--- config.mk ---
export PLATFORM = sky130hd
export DESIGN_NAME = multi_mailbox_message_queue_core
export DESIGN_NICKNAME = d
export VERILOG_FILES = /design/src/hw/rtl/mmq_pkg.sv /design/src/hw/rtl/multi_mailbox_message_queue_core.sv /design/src/hw/rtl/mmq_pool.sv /design/src/hw/rtl/mmq_engine.sv
export SDC_FILE = /design/constraint.sdc
export NUM_CORES = 2
export LEC_CHECK = 0
export BUFFER_PORTS_ARGS = -buffer_cell sky130_fd_sc_hd__buf_2
export CORE_MARGIN = 1.5
export CORE_UTILIZATION = 60
export CTS_CLUSTER_SIZE = 14
export DETAILED_ROUTE_END_ITERATION = 8
export PLACE_DENSITY = 0.81
export SKIP_LAST_GASP = 1
export SLEW_MARGIN = 5
export SYNTH_ARGS = -nofsm -noshare
export SYNTH_HDL_FRONTEND = slang
export SYNTH_HIERARCHICAL = 1
export SYNTH_SLANG_ARGS = --single-unit
--- constraint.sdc ---
create_clock -name clk -period 9.3 [get_ports clk]
set_input_delay 0.93 -clock clk [delete_from_list [all_inputs] [get_ports clk]]
set_output_delay 0.93 -clock clk [all_outputs]
set_load 0.01 [all_outputs]
--- src/hw/rtl/mmq_pkg.sv ---
// ----------------------------------------------------------------------------
// mmq_pkg
// Shared sizes, codes and word layouts of the mailbox message queue core.
// ----------------------------------------------------------------------------
`default_nettype none

package mmq_pkg;

	localparam int NUM_TASKS     = 8;
	localparam int NUM_BOXES     = 8;
	localparam int NUM_SLOTS     = 32;
	localparam int MESSAGE_WIDTH = 16;
	localparam int PAYLOAD_WIDTH = 32;

	localparam int ID_W   = 3;
	localparam int MASK_W = 8;
	localparam int OP_W   = 3;
	localparam int SLOT_W = $clog2(NUM_SLOTS);
	localparam int CNT_W  = $clog2(NUM_SLOTS + 1);

	typedef enum logic [OP_W-1:0] {
		OP_INIT_BOX    = 3'd0,
		OP_SET_DEFAULT = 3'd1,
		OP_SEND_TASK   = 3'd2,
		OP_SEND_BOX    = 3'd3,
		OP_GET         = 3'd4
	} op_t;

	typedef enum logic [2:0] {
		ST_OK    = 3'd0,
		ST_NODEF = 3'd1,
		ST_EMPTY = 3'd2,
		ST_FULL  = 3'd3,
		ST_BUSY  = 3'd4
	} status_t;

	// s_tdata layout, last member in the lowest bits
	typedef struct packed {
		logic [PAYLOAD_WIDTH-1:0] payload_word;
		logic [MESSAGE_WIDTH-1:0] message_word;
		logic [MASK_W-1:0]        trigger_mask;
		logic [ID_W-1:0]          dest_task;
		logic [ID_W-1:0]          box_index;
		logic [ID_W-1:0]          current_task;
	} in_data_t;

	localparam int IN_FIELDS_W = $bits(in_data_t);
	localparam int IN_DATA_W   = ((IN_FIELDS_W + 7) / 8) * 8;

	typedef struct packed {
		logic [OP_W-1:0] opcode;
		in_data_t        data;
	} req_t;

	// m_tdata layout, last member in the lowest bits
	typedef struct packed {
		logic [MASK_W-1:0]        trigger_bits;
		logic [ID_W-1:0]          trigger_task;
		logic [CNT_W-1:0]         out_count;
		logic [ID_W-1:0]          out_sender;
		logic [PAYLOAD_WIDTH-1:0] out_payload;
		logic [MESSAGE_WIDTH-1:0] out_message;
	} out_data_t;

	localparam int OUT_FIELDS_W = $bits(out_data_t);
	localparam int OUT_DATA_W   = ((OUT_FIELDS_W + 7) / 8) * 8;

	typedef struct packed {
		logic    trigger_valid;
		status_t status;
	} out_user_t;

	localparam int OUT_USER_W = $bits(out_user_t);

	typedef struct packed {
		out_user_t user;
		out_data_t data;
	} rsp_t;

	typedef struct packed {
		logic [MESSAGE_WIDTH-1:0] message;
		logic [PAYLOAD_WIDTH-1:0] payload;
		logic [ID_W-1:0]          sender;
	} slot_entry_t;

	typedef struct packed {
		logic              alloc;
		logic              release_en;
		logic [SLOT_W-1:0] release_slot;
		logic              link;
		logic [SLOT_W-1:0] link_slot;
		slot_entry_t       entry;
	} pool_cmd_t;

	typedef struct packed {
		logic [SLOT_W-1:0] free_head;
		logic [CNT_W-1:0]  free_count;
		logic [SLOT_W-1:0] rd_next;
		slot_entry_t       rd_entry;
	} pool_stat_t;

endpackage

`default_nettype wire

--- src/hw/rtl/multi_mailbox_message_queue_core.sv ---
// ----------------------------------------------------------------------------
// multi_mailbox_message_queue_core
// Mailbox engine: per-box envelope queues over a shared slot pool.
// ----------------------------------------------------------------------------
// One request word in, one result word out. A request is registered, then
// executed combinationally against the mailbox tables and the slot pool; its
// result is held in an output register, so the core takes one request every
// cycle while m_tready keeps the output free, and m_tvalid rises once the
// request has passed through the request register and the output register.
// The output register lets a new request enter while a result waits; with
// both registers full, s_tready drops until m_tready frees the output.
// ----------------------------------------------------------------------------
`default_nettype none

module multi_mailbox_message_queue_core
	import mmq_pkg::*;
(
	input  wire logic                  clk,
	input  wire logic                  arst_n,
	input  wire logic                  s_tvalid,
	output logic                       s_tready,
	// current_task, box_index, dest_task, trigger_mask, message_word,
	// payload_word, zero pad
	input  wire logic [IN_DATA_W-1:0]  s_tdata,
	// opcode
	input  wire logic [OP_W-1:0]       s_tuser,
	output logic                       m_tvalid,
	input  wire logic                  m_tready,
	// out_message, out_payload, out_sender, out_count, trigger_task,
	// trigger_bits, zero pad
	output logic [OUT_DATA_W-1:0]      m_tdata,
	// status, trigger_valid
	output logic [OUT_USER_W-1:0]      m_tuser
);

	logic       s1_valid_q;
	req_t       req_s1;
	logic       out_valid_q;
	rsp_t       rsp_q;
	logic       advance;
	rsp_t       rsp;
	pool_cmd_t  pool_cmd;
	pool_stat_t pool_stat;
	logic [SLOT_W-1:0] rd_slot;

	assign advance  = s1_valid_q && (!out_valid_q || m_tready);
	assign s_tready = !s1_valid_q || advance;
	assign m_tvalid = out_valid_q;
	assign m_tdata  = OUT_DATA_W'(rsp_q.data);
	assign m_tuser  = rsp_q.user;

	always_ff @(posedge clk or negedge arst_n) begin
		if (!arst_n) begin
			s1_valid_q  <= 1'b0;
			out_valid_q <= 1'b0;
		end else begin
			if (s_tvalid && s_tready) begin
				s1_valid_q <= 1'b1;
			end else if (advance) begin
				s1_valid_q <= 1'b0;
			end
			if (advance) begin
				out_valid_q <= 1'b1;
			end else if (m_tready) begin
				out_valid_q <= 1'b0;
			end
		end
	end

	always_ff @(posedge clk) begin
		if (s_tvalid && s_tready) begin
			req_s1.opcode <= s_tuser;
			req_s1.data   <= s_tdata[IN_FIELDS_W-1:0];
		end
		if (advance) begin
			rsp_q <= rsp;
		end
	end

	mmq_engine u_engine (
		.clk     (clk),
		.arst_n  (arst_n),
		.fire    (advance),
		.req     (req_s1),
		.stat    (pool_stat),
		.cmd     (pool_cmd),
		.rd_slot (rd_slot),
		.rsp     (rsp)
	);

	mmq_pool u_pool (
		.clk     (clk),
		.arst_n  (arst_n),
		.cmd     (pool_cmd),
		.rd_slot (rd_slot),
		.stat    (pool_stat)
	);

	a_ready_when_empty: assert property (@(posedge clk) disable iff (!arst_n)
		!s1_valid_q |-> s_tready)
		else $error("input stalled with empty request stage");

	a_no_overwrite: assert property (@(posedge clk) disable iff (!arst_n)
		(out_valid_q && !m_tready) |-> !advance)
		else $error("result register overwritten while stalled");

	a_result_held: assert property (@(posedge clk) disable iff (!arst_n)
		(m_tvalid && !m_tready) |=> (m_tvalid && $stable(m_tdata) && $stable(m_tuser)))
		else $error("result word changed while stalled");

endmodule

`default_nettype wire

--- src/hw/rtl/mmq_pool.sv ---
// ----------------------------------------------------------------------------
// mmq_pool
// Shared envelope slots: link array, envelope storage and the free list.
// ----------------------------------------------------------------------------
`default_nettype none

module mmq_pool
	import mmq_pkg::*;
(
	input  wire logic              clk,
	input  wire logic              arst_n,
	input  wire pool_cmd_t         cmd,
	input  wire logic [SLOT_W-1:0] rd_slot,
	output pool_stat_t             stat
);

	logic [SLOT_W-1:0] slot_next_q [NUM_SLOTS];
	slot_entry_t       slot_data_q [NUM_SLOTS];
	logic [SLOT_W-1:0] free_head_q;
	logic [CNT_W-1:0]  free_count_q;

	assign stat.free_head  = free_head_q;
	assign stat.free_count = free_count_q;
	assign stat.rd_next    = slot_next_q[rd_slot];
	assign stat.rd_entry   = slot_data_q[rd_slot];

	always_ff @(posedge clk or negedge arst_n) begin
		if (!arst_n) begin
			for (int i = 0; i < NUM_SLOTS; i++) begin
				slot_next_q[i] <= (i + 1 < NUM_SLOTS) ? SLOT_W'(i + 1) : '0;
			end
			free_head_q  <= '0;
			free_count_q <= CNT_W'(NUM_SLOTS);
		end else begin
			if (cmd.link) begin
				slot_next_q[cmd.link_slot] <= free_head_q;
			end
			if (cmd.release_en) begin
				slot_next_q[cmd.release_slot] <= free_head_q;
			end
			if (cmd.alloc) begin
				free_head_q  <= stat.rd_next;
				free_count_q <= free_count_q - 1'b1;
			end else if (cmd.release_en) begin
				free_head_q  <= cmd.release_slot;
				free_count_q <= free_count_q + 1'b1;
			end
		end
	end

	always_ff @(posedge clk) begin
		if (cmd.alloc) begin
			slot_data_q[free_head_q] <= cmd.entry;
		end
	end

	a_alloc_nonempty: assert property (@(posedge clk) disable iff (!arst_n)
		cmd.alloc |-> free_count_q != '0)
		else $error("slot allocated from an empty free list");

	a_alloc_reads_head: assert property (@(posedge clk) disable iff (!arst_n)
		cmd.alloc |-> rd_slot == free_head_q)
		else $error("allocation does not read the free list head link");

	a_release_pushes: assert property (@(posedge clk) disable iff (!arst_n)
		cmd.release_en |=> free_head_q == $past(cmd.release_slot))
		else $error("released slot not on front of free list");

endmodule

`default_nettype wire

--- src/hw/rtl/mmq_engine.sv ---
// ----------------------------------------------------------------------------
// mmq_engine
// Mailbox and default tables, request decode and result formation.
// ----------------------------------------------------------------------------
`default_nettype none

module mmq_engine
	import mmq_pkg::*;
(
	input  wire logic              clk,
	input  wire logic              arst_n,
	input  wire logic              fire,
	input  wire req_t              req,
	input  wire pool_stat_t        stat,
	output pool_cmd_t              cmd,
	output logic [SLOT_W-1:0]      rd_slot,
	output rsp_t                   rsp
);

	logic              def_valid_q [NUM_TASKS];
	logic [ID_W-1:0]   def_box_q   [NUM_TASKS];
	logic [ID_W-1:0]   owner_q     [NUM_BOXES];
	logic [MASK_W-1:0] trig_q      [NUM_BOXES];
	logic [SLOT_W-1:0] head_q      [NUM_BOXES];
	logic [SLOT_W-1:0] tail_q      [NUM_BOXES];
	logic [CNT_W-1:0]  count_q     [NUM_BOXES];

	op_t               op;
	logic [ID_W-1:0]   task_sel;
	logic              task_ok;
	logic              def_valid_sel;
	logic [ID_W-1:0]   box_sel;
	logic              box_ok;
	logic [CNT_W-1:0]  cnt;
	logic [CNT_W-1:0]  cnt_dec;
	logic [SLOT_W-1:0] head_sel;
	logic [SLOT_W-1:0] tail_sel;
	logic              init_we;
	logic              def_we;
	logic              dlv_we;
	logic              get_we;

	assign op            = op_t'(req.opcode);
	assign task_sel      = (op == OP_SEND_TASK) ? req.data.dest_task : req.data.current_task;
	assign task_ok       = 32'(task_sel) < NUM_TASKS;
	assign def_valid_sel = def_valid_q[task_sel];
	assign box_sel       = (op == OP_SEND_TASK) ? def_box_q[task_sel] : req.data.box_index;
	assign box_ok        = (32'(box_sel) < NUM_BOXES) &&
	                       ((op != OP_SEND_TASK) || (task_ok && def_valid_sel));
	assign cnt           = count_q[box_sel];
	assign cnt_dec       = cnt - 1'b1;
	assign head_sel      = head_q[box_sel];
	assign tail_sel      = tail_q[box_sel];
	assign rd_slot       = (op == OP_GET) ? head_sel : stat.free_head;

	always_comb begin
		rsp     = '0;
		init_we = 1'b0;
		def_we  = 1'b0;
		dlv_we  = 1'b0;
		get_we  = 1'b0;
		case (op)
			OP_INIT_BOX: begin
				if (!box_ok) begin
					rsp.user.status = ST_NODEF;
				end else if (cnt != '0) begin
					rsp.user.status    = ST_BUSY;
					rsp.data.out_count = cnt;
				end else begin
					init_we = 1'b1;
					def_we  = task_ok && !def_valid_sel;
				end
			end
			OP_SET_DEFAULT: begin
				if (!box_ok || !task_ok) begin
					rsp.user.status    = ST_NODEF;
					rsp.data.out_count = box_ok ? cnt : '0;
				end else begin
					def_we             = 1'b1;
					rsp.data.out_count = cnt;
				end
			end
			OP_SEND_TASK, OP_SEND_BOX: begin
				if (!box_ok) begin
					rsp.user.status = ST_NODEF;
				end else if (stat.free_count == '0) begin
					rsp.user.status    = ST_FULL;
					rsp.data.out_count = cnt;
				end else begin
					dlv_we                  = 1'b1;
					rsp.data.out_count      = cnt + 1'b1;
					rsp.user.trigger_valid  = 1'b1;
					rsp.data.trigger_task   = owner_q[box_sel];
					rsp.data.trigger_bits   = trig_q[box_sel];
				end
			end
			OP_GET: begin
				if (!box_ok || cnt == '0) begin
					rsp.user.status = ST_EMPTY;
				end else begin
					get_we                 = 1'b1;
					rsp.data.out_message   = stat.rd_entry.message;
					rsp.data.out_payload   = stat.rd_entry.payload;
					rsp.data.out_sender    = stat.rd_entry.sender;
					rsp.data.out_count     = cnt_dec;
					if (cnt_dec != '0) begin
						rsp.user.trigger_valid = 1'b1;
						rsp.data.trigger_task  = owner_q[box_sel];
						rsp.data.trigger_bits  = trig_q[box_sel];
					end
				end
			end
			default: begin
			end
		endcase
	end

	always_comb begin
		cmd               = '0;
		cmd.alloc         = fire && dlv_we;
		cmd.link          = fire && dlv_we && (cnt != '0);
		cmd.link_slot     = tail_sel;
		cmd.release_en    = fire && get_we;
		cmd.release_slot  = head_sel;
		cmd.entry.message = req.data.message_word;
		cmd.entry.payload = req.data.payload_word;
		cmd.entry.sender  = req.data.current_task;
	end

	always_ff @(posedge clk or negedge arst_n) begin
		if (!arst_n) begin
			for (int i = 0; i < NUM_TASKS; i++) begin
				def_valid_q[i] <= 1'b0;
				def_box_q[i]   <= '0;
			end
			for (int i = 0; i < NUM_BOXES; i++) begin
				owner_q[i] <= '0;
				trig_q[i]  <= '0;
				head_q[i]  <= '0;
				tail_q[i]  <= '0;
				count_q[i] <= '0;
			end
		end else if (fire) begin
			if (def_we) begin
				def_valid_q[task_sel] <= 1'b1;
				def_box_q[task_sel]   <= req.data.box_index;
			end
			if (init_we) begin
				owner_q[box_sel] <= req.data.current_task;
				trig_q[box_sel]  <= req.data.trigger_mask;
				head_q[box_sel]  <= '0;
				tail_q[box_sel]  <= '0;
				count_q[box_sel] <= '0;
			end
			if (dlv_we) begin
				if (cnt == '0) begin
					head_q[box_sel] <= stat.free_head;
				end
				tail_q[box_sel]  <= stat.free_head;
				count_q[box_sel] <= cnt + 1'b1;
			end
			if (get_we) begin
				count_q[box_sel] <= cnt_dec;
				if (cnt_dec == '0) begin
					head_q[box_sel] <= '0;
					tail_q[box_sel] <= '0;
				end else begin
					head_q[box_sel] <= stat.rd_next;
				end
			end
		end
	end

endmodule

`default_nettype wire
==> metrics.md <==
| Metric | Value |
|---|---|
| Largest fanout on the critical path | 30 |
| Fin crit share | 80.8% |
| Fillers | 8817 |
| Worst r2r src | req_s1[67] |
| Vias in the first global route | 48708 |
| Hold buffers post-CTS | 0 |
| Die Area | 0.149 mm2 |
| #FFs+latches synth | 2193 |
| HPWL after DPL | 114000 um |
| Post-CTS setup repair buffer count | 0 |
| Max Cap Viol | 0 |
| Sw Share | 28.4% |
| Root buffer cell | clkbuf_16 |
| Logic pwr share | 24.9% |
| Avg Inst Size Synth | 19.4 um2 |
| Synth warn | 6 |
| Critical Path Sink Type | flop |
| Die Y | 386 um |
| P per Cell Area | 272 mW/mm2 |
| Largest net degree at the start of global routing | 149 |
| Endpoints failing setup | 0 |
| P_int | 19.1 mW |
| RSZ-0062 raised after global routing | false |
| Synth-to-Final Area Change | 11.2% |
| Sequential cell fraction of total power | 43.5% |
| Ys async rst share | 19.2% |
| Via/cell ratio | 7.08 |
| Post-CTS sizing | 0 |
| Commonest non-fill, non-tap cell in the layout | edfxtp_1 |
| Drt wl/cell | 34.1 um |
| Post-route ant nets | 0 |
| Startpoint types | flop |
| Most frequent cells in the layout | 1772 x edfxtp_1, 512 x mux4_2, 340 x dfrtp_1 |
| Clock sink count | 2193 |
| Placed insts | 6416 |
| PortBufs | 145 |
| EDFF count, synth | 1772 |
| Synth cell types | 84 |
| # nets final | 4797 |
| Worst slew margin | 8.67% |
| Share of layout cells above drive strength 1 | 31.8% |
| RR Endpoint | u_engine/trig_q[11] |
| First-pass GRT wire length | 337000 um |
| Crit path required time | 10010 ps |
| Highest clock rate | 0.133 GHz |
| Grt ovf | 0 |
| Filler-free cell count of the finished design | 6804 |
| Tmin final | 7510 ps |
| Mapped cell area | 0.0881 mm2 |
| R2r worst-path depth | 16 |
| Max Slew Vio Count | 0 |
| GR Util All Layers | 31.5% |
| Setup TNS | 0 ps |
| Outcome | complete, no violations |
| I/O pin total | 157 |
| Worst VDD drop | 266 uV |
| Initial antenna violation count | 4 |
| Placer congestion estimate | 0.941 |
| CTS buffer count | 209 |
| Hold WS | 151 ps |
| Min-Delay Path Class | input pin to async pin |
| Crit path kind | flop to flop |
| Post-Syn Instances | 4539 |
| Drt pass-1 iters | 6 |
| CTS tree | built |
| CP Data Arrival Time | 8220 ps |
| Endpoints failing hold | 0 |
| Worst-skew pair later-pin latency | 840 ps |
| Top_reg_cell synth | edfxtp_1 |
| Synth area leader | edfxtp_1 |
| # rows | 140 |
| Slew @ Worst Pin | 1370 ps |
| Clk pwr share | 31.7% |
| Drt drc | 0 |
| Initial Util | 60.5% |
| CTS Buffer Depth | 3 |
| DRT Wirelength | 232000 um |
| Reg2reg setup slack | 1790 ps |
| Switching Power | 7.55 mW |
| Vias | 48148 |
| Initial DRC Count | 7165 |
| Synth area leaders | edfxtp_1 60%, mux4_2 13%, dfrtp_1 9.7% |
| Clock Skews | 48.7 ps |
| Seq/Total Area, Yosys | 72.4% |
| Synth top area share | 60.4% |
| H-Tree Depth | 4 |
| Die X-Extent | 386 um |
| Reg clk slew, reported paths | 60 ps |
| LEAKAGE | 33.5 nW |
| Area of the core | 0.146 mm2 |
-- sequential cells by signal, summed over array words and instances (netlist names) --
name                  cells
u_pool/slot_next_q      160
u_pool/free_count_q       6
s1_valid_q                1
m_tuser                   4
u_engine/count_q         48
m_tvalid                  1
u_engine/tail_q          40
u_pool/free_head_q        5
u_engine/def_box_q       24
u_engine/def_valid_q      8
u_pool/slot_data_q     1632
req_s1                   68
m_tdata                  68
u_engine/owner_q         24
u_engine/head_q          40
u_engine/trig_q          64
-- cells in the mapped netlist (all sizes together), types with 12 or more instances --
cell and n:
buf 181, mux2 342, and3 63, mux4 512
o211ai 12, nand2b 12, nand3 62, a221oi 14
nand2 283, o2bb2ai 20, o21ai 68, dfrtp 340
dfstp 81, o22ai 48, inv 15, nor2 114
a22oi 30, a22o 58, clkbuf 120, nand3b 18
mux2i 106, edfxtp 1772, a31oi 18, nor3 30
a21oi 49, o221ai 31
-- final cells by class --
type	count	area, um2	share of cell area, %
clock inverter	111	1000	1.02
sequential	2193	63800	65.2
antenna	4	10.0	0.0102
inverter	16	61.3	0.0626
tap	1917	2400	2.45
clock buffer	273	5730	5.85
timing repair buffer	258	1880	1.92
multi-input combinational	2032	23000	23.5
-- layer usage --
metal  GRT usage (%)  vias up  wire (um)
li1                -    18729          -
met1            42.6    25037      83300
met2            51.8     3710     116000
met3            6.15      670      24300
met4            11.1        2       8840
met5               0        -         11
-- power by group through the flow --
stage / logic [mW] / registers (mW) / clock network (mW)
floorplan: 4.90 / 11.6 / 0
global placement: 6.33 / 11.7 / 0
detailed placement: 6.44 / 11.7 / 0
CTS: 6.61 / 11.6 / 8.52
global route: 6.95 / 11.6 / 8.87
finish: 6.62 / 11.6 / 8.43
-- worst max-delay path: stages, from the launching register on --
cell and delay (ps):
edfxtp_1 560, or3b_1 730, mux2i_1 390, a211oi_2 80
buf_4 220, nor2_4 780, mux2_2 420, o211ai_1 420
nand2_1 180, inv_1 160, ha_1 350, nand2_1 100
o211ai_1 350, and4_1 740, nand2_1 400, nor2_1 1040
mux2_2 440
-- through the flow --
stage	worst slack, ps	util [%]	cell area, um2	total power [mW]
after detailed placement	2050	62.6	91200	18.2
after CTS	2000	67.2	98000	26.7
final	1790	67.2	98000	26.6
after global routing	1520	67.2	98000	27.4
after floorplan	2260	-	88200	16.5
after global placement	2090	62.6	91200	18.0
-- cell families (layout without fill, tap and decap cells) --
family,Yosys count,count (layout),synth area share (%)
other,1,8,0.00425
multiplexers,960,960,18.7
flip-flops,2193,2193,72.4
XOR/XNOR,9,9,0.0894
AND/OR/NAND/NOR,635,635,3.48
buffers and inverters,317,658,1.80
AO/OA/AOI/OAI,416,416,3.41
adder cells (fa/ha/maj),8,8,0.122
-- worst max path at each step --
stage	start	to	slack, ps	depth (start not counted)
2_1_floorplan	m_tready	u_pool/slot_data_q[28][0]	2260	10
3_3_place_gp	req_s1[67]	u_engine/trig_q[44]	2090	16
3_5_place_dp	req_s1[67]	u_engine/trig_q[8]	2050	16
4_1_cts	req_s1[67]	u_engine/owner_q[3]	2000	16
5_1_grt	req_s1[67]	u_engine/trig_q[11]	1520	16
6_report	req_s1[67]	u_engine/trig_q[11]	1790	16
(Power assumes the default switching activity.)
